### config.mk
export PLATFORM = sky130hd
export DESIGN_NAME = srim_ctrl
export DESIGN_NICKNAME = d
export VERILOG_FILES = /design/src/hw/rtl/stage_range_interval_merge_assert.svh /design/src/hw/rtl/srim_pkg.sv /design/src/hw/rtl/srim_ctrl.sv
export SDC_FILE = /design/constraint.sdc
export NUM_CORES = 1
export LEC_CHECK = 0
export ABC_AREA = 1
export BUFFER_PORTS_ARGS = -buffer_cell sky130_fd_sc_hd__buf_2
export CORE_AREA = 2 2 39 41
export DETAILED_ROUTE_END_ITERATION = 8
export DIE_AREA = 0 0 41 43
export PLACE_DENSITY = 0.56
export SYNTH_ARGS = -nofsm -noshare
export SYNTH_HDL_FRONTEND = slang
export SYNTH_SLANG_ARGS = --single-unit
### constraint.sdc
create_clock -name clk -period 1.2 [get_ports clk]
set_clock_uncertainty 0.2 [all_clocks]
set_input_delay 0.06 -clock clk [delete_from_list [all_inputs] [get_ports clk]]
set_output_delay 0.06 -clock clk [all_outputs]
set_load 0.1 [all_outputs]
### src/hw/rtl/stage_range_interval_merge_assert.svh
// ----------------------------------------------------------------------------
// stage range interval merge assertion macros
// shared checks written against the clk / rst of the including module
// ----------------------------------------------------------------------------
`ifndef STAGE_RANGE_INTERVAL_MERGE_ASSERT_SVH
`define STAGE_RANGE_INTERVAL_MERGE_ASSERT_SVH

// consequent must hold in the same cycle as the antecedent
`define SRIM_ASSERT_SAME(label, ante, cons) \
  label: assert property (@(posedge clk) disable iff (rst) (ante) |-> (cons)) \
    else $error("srim: same-cycle check failed");

// consequent must hold in the cycle after the antecedent
`define SRIM_ASSERT_NEXT(label, ante, cons) \
  label: assert property (@(posedge clk) disable iff (rst) (ante) |=> (cons)) \
    else $error("srim: next-cycle check failed");

`endif

### src/hw/rtl/srim_pkg.sv
// ----------------------------------------------------------------------------
// srim_pkg
// widths, list entry type, controller states and command / status groups
// ----------------------------------------------------------------------------
`default_nettype none

package srim_pkg;

  localparam int NUM_STAGES  = 32;
  localparam int OFFSET_BITS = 16;
  localparam int END_BITS    = OFFSET_BITS + 1;
  localparam int MASK_BITS   = 32;
  localparam int STAGE_W     = $clog2(NUM_STAGES);
  localparam int CNT_W       = $clog2(NUM_STAGES + 1);

  // one interval: stage mask, start, exclusive end
  typedef struct packed {
    logic [MASK_BITS-1:0]   mask;
    logic [OFFSET_BITS-1:0] lo;
    logic [END_BITS-1:0]    hi;
  } entry_t;

  typedef enum logic [2:0] {
    S_IDLE,
    S_SCAN,
    S_P1,
    S_P2,
    S_OUT_PREP,
    S_EMIT
  } ctrl_state_t;

  typedef struct packed {
    logic load;
    logic scan_start;
    logic scan_next;
    logic p1_start;
    logic p1_step;
    logic p2_start;
    logic p2_step;
    logic out_prep;
    logic out_load;
  } cmd_t;

  typedef struct packed {
    logic cur_used;
    logic stage_last;
    logic rd_done;
    logic out_free;
    logic emit_last;
    logic cnt_zero;
  } sts_t;

endpackage

`default_nettype wire

### src/hw/rtl/srim_ctrl.sv
// ----------------------------------------------------------------------------
// srim_ctrl
// sequencer: load, per-stage two-pass merge over the list, result drain
// ----------------------------------------------------------------------------
`default_nettype none

module srim_ctrl
  import srim_pkg::*;
(
  input  wire logic        clk,
  input  wire logic        rst,
  input  wire logic        in_valid,
  input  wire logic        in_last,
  output logic             in_ready,
  input  wire sts_t        sts,
  output cmd_t             cmd,
  output ctrl_state_t      state
);

  ctrl_state_t state_next;

  always_ff @(posedge clk) begin
    if (rst) begin
      state <= S_IDLE;
    end else begin
      state <= state_next;
    end
  end

  always_comb begin
    state_next = state;
    unique case (state)
      S_IDLE: begin
        if (in_valid && in_last) state_next = S_SCAN;
      end
      S_SCAN: begin
        if (sts.cur_used) state_next = S_P1;
        else if (sts.stage_last) state_next = S_OUT_PREP;
      end
      S_P1: begin
        if (sts.rd_done) state_next = S_P2;
      end
      S_P2: begin
        if (sts.rd_done) state_next = sts.stage_last ? S_OUT_PREP : S_SCAN;
      end
      S_OUT_PREP: begin
        state_next = S_EMIT;
      end
      S_EMIT: begin
        if (sts.out_free && sts.emit_last) state_next = S_IDLE;
      end
      default: begin
        state_next = S_IDLE;
      end
    endcase
  end

  always_comb begin
    cmd      = '0;
    in_ready = 1'b0;
    unique case (state)
      S_IDLE: begin
        in_ready       = 1'b1;
        cmd.load       = in_valid;
        cmd.scan_start = in_valid && in_last;
      end
      S_SCAN: begin
        if (sts.cur_used) cmd.p1_start = 1'b1;
        else cmd.scan_next = 1'b1;
      end
      S_P1: begin
        if (sts.rd_done) cmd.p2_start = 1'b1;
        else cmd.p1_step = 1'b1;
      end
      S_P2: begin
        cmd.p2_step   = 1'b1;
        cmd.scan_next = sts.rd_done;
      end
      S_OUT_PREP: begin
        cmd.out_prep = 1'b1;
      end
      S_EMIT: begin
        cmd.out_load = sts.out_free;
      end
      default: begin
        cmd = '0;
      end
    endcase
  end

endmodule

`default_nettype wire

==> reports/qor.yml <==
run_status:
  status: "finished with violations"
  violations: "setup timing"
logic_synthesis:
  yosysMostFrequentCell: "nor2_1"
  netlist_instances: 54
  yosysWarnings: 0
  synth_edf_count: 0
  ys_types: 13
  synth.net_count: 64
  synth_top_area_cell: "dfxtp_1"
  synth_area_um2: 290
  synthTopCellsByArea: "dfxtp_1 21%, nor2_1 14%, inv_1 13%"
  yosysSeqAreaShare_pct: 20.7
  syn-mean-instance-area_um2: 5.38
  synth-seq-cells: 3
  ys.flop_type: "dfxtp_1"
  synth.top_cell.area_share_pct: 20.7
  async_flop_share_pct: 0
  yosys-top-cells-count: "11 x nor2_1, 10 x inv_1, 8 x nand2_1, 7 x nand3_1, 5 x nand4_1"
final_layout:
  finalInstanceArea_um2: 987
  drive_gt1_share_pct: 71.6
  fin_cells: 118
  reg_top3: "state (3)"
  area_delta_synth_final_pct: 240
  largest_reg_flops: 3
  regMostFlops: "state"
  fin_nets: 113
  antenna_cells: 0
place:
  dp_hpwl_um: 962
  port_buffers: 21
  gp_congestion: 0.838
  place_inst: 107
  dp_slack_ns: -0.149
  placed_area_um2: 836
worst_hold_path:
  holdCritPathClass: "input pin to flop"
drt:
  wl_um: 1370
  num_vias: 534
  route.detailed.drc: 0
  top_layer: "met3"
  drtAntennaViolNets: 0
  routedWlPerCell_um: 11.6
  wl_met1_um: 550
  met2_wirelength_um: 757
  drtIter0Drc: 8
  route.met3.wl_um: 66
  firstDrtPassIters: 4
  routed_via_density: 4.53
critical_path:
  critPathSlowestCell: "dfxtp_4"
  cpPeakStageDelay_ns: 0.36
  required_ns: 0.94
  start_kind: "flop"
  path_max_fanout: 5
  crit_top_cell: "buf_4"
  path_class: "flop to output port"
  worstSetupEndpointType: "output port"
  path_cells: "buf_4, nand4_1, buf_4, nand2_8, buf_12"
  worstPathArrival_ns: 1.28
global_route:
  grt_pass1_vias: 573
  grt_pass1_wl_um: 2260
  antenna_found_initial: 0
  grt.overflow.total: 0
  grt_start_max_net_pins: 7
  grt_util_all_layers_pct: 18.8
sta:
  post-route-period-util_pct: 128
  hold_violations: 0
  worstMarginPinSlew_ns: 0.254
  finalWorstPathRequiredPeriod_ns: 1.54
  slew_violations: 0
  grt_setup_unrepaired: "yes"
  worst_slack_ns: -0.340
  maxSlewHeadroom_pct: 82.9
  fmax_ghz: 0.649
  setup_viol: 15
clock_network:
  clkSinkCount: 3
  cts_buffers: 3
  clk_latency_ns: 0.23
  htreeDepth: 1
  cts_tree: "done"
  cts-root-buf: "clkbuf_4"
  cts.path.max_buffers: 2
  clkSlewWorstSetupHoldPaths_ns: 0.04
pwr:
  internal-power_w: 0.000969
  p_leak_nw: 0.443
  power_density_nw_per_um2: 2180
  sw_frac_of_total_pct: 54.9
  p_comb_share_pct: 83.9
  clock_power_share_pct: 8.0
  p_sw_w: 0.00118
  seqPwrFrac_pct: 8.1
  vdd.ir_drop.worst_mv: 1.65
flow_run:
  cap_violations: 0
die:
  core.rowCount: 14
  core_area_um2: 1380
  die_y_um: 43
  initial_core_util_pct: 21.0
  ios: 23
  die_w_um: 41
  dieArea_um2: 1760
==> cells by family after synthesis <==
| kind of cell | count (synthesis) | synth area share [%] |
|---|---|---|
| AO/OA/AOI/OAI | 4 | 8.62 |
| buffers and inverters | 12 | 15.5 |
| flip-flops | 3 | 20.7 |
| AND/OR/NAND/NOR | 35 | 55.2 |
==> layout make-up <==
cell class / count / area [um^2]
Clock buffer: 4 / 26.3
Inverter: 12 / 56.3
Timing Repair Buffer: 44 / 502
Sequential cell: 3 / 71.3
Tap cell: 16 / 20.0
Fill cell: 102 / 397
Multi-Input combinational cell: 39 / 312
==> critical path, delay by kind of cell, from the launching register on <==
family,cells,cell delay (ns)
and+or+nand+nor,2,0.19
buffers and inverters,3,0.49
DFF,1,0.36
==> layer usage <==
layer	track usage (%)	vias to the layer above
met5	0	-
met4	8.00	0
met3	4.71	0
met2	31.3	24
met1	21.3	236
li1	-	274
==> cell usage in the layout, fill, tap and decap left out <==
cell type      count
nor4_4             1
buf_4             15
inv_2              1
nor2_2             2
clkbuf_4           3
nand3_1            3
buf_6              7
dfxtp_4            3
nand2_2            2
clkinvlp_4         1
nand4_1            5
nor2_4             6
nor2_1             4
a21oi_2            1
nand3_4            1
nand2_8            1
o21ai_0            1
buf_12            13
nor3_1             1
a21oi_1            1
nand3_2            3
inv_1              7
nor3_4             1
dlygate4sd3_1      1
inv_4              3
o22a_2             1
clkbuf_1           1
buf_2              8
nand2_1            5
==> final timing paths <==
| path | start | depth (start not counted) | slack, ns | end |
|---|---|---|---|---|
| worst min-delay path | sts[4] | 5 | 0.12 | state[0] |
| worst max register to register | state[1] | 7 | -0.20 | state[2] |
| worst min register to register | state[2] | 3 | 0.48 | state[1] |
| worst max-delay path | state[0] | 5 | -0.34 | cmd[6] |
==> power by group through the flow <==
stage | registers (W) | logic [W] | clock network (W)
2_1_floorplan | 0.000346 | 0.000803 | 0
3_3_place_gp | 0.000159 | 0.00162 | 0
3_5_place_dp | 0.000160 | 0.00163 | 0
4_1_cts | 0.000169 | 0.00174 | 0.000180
5_1_grt | 0.000177 | 0.00188 | 0.000197
6_report | 0.000174 | 0.00180 | 0.000172
==> timing repair <==
item                                    CTS  global route
cloned                                    0             0
setup buffers                             6             1
hold buffers                              1             0
endpoints found under the setup margin   14            15
pin swaps                                 4             4
endpoints found under the hold margin     3             0
gates resized for setup                  15             4
==> metrics by stage <==
stage	hold slack [ns]	power, W	util, %	TNS [ns]
2_1_floorplan	-0.0806	0.00115	-	-7.50
3_3_place_gp	0.0438	0.00178	60.4	-1.15
3_5_place_dp	0.0502	0.00179	60.4	-1.30
4_1_cts	0.0948	0.00209	69.4	-3.21
5_1_grt	0.138	0.00225	71.3	-4.26
6_report	0.121	0.00215	71.3	-3.36
No activity file was read; power rests on OpenSTA's default activity.
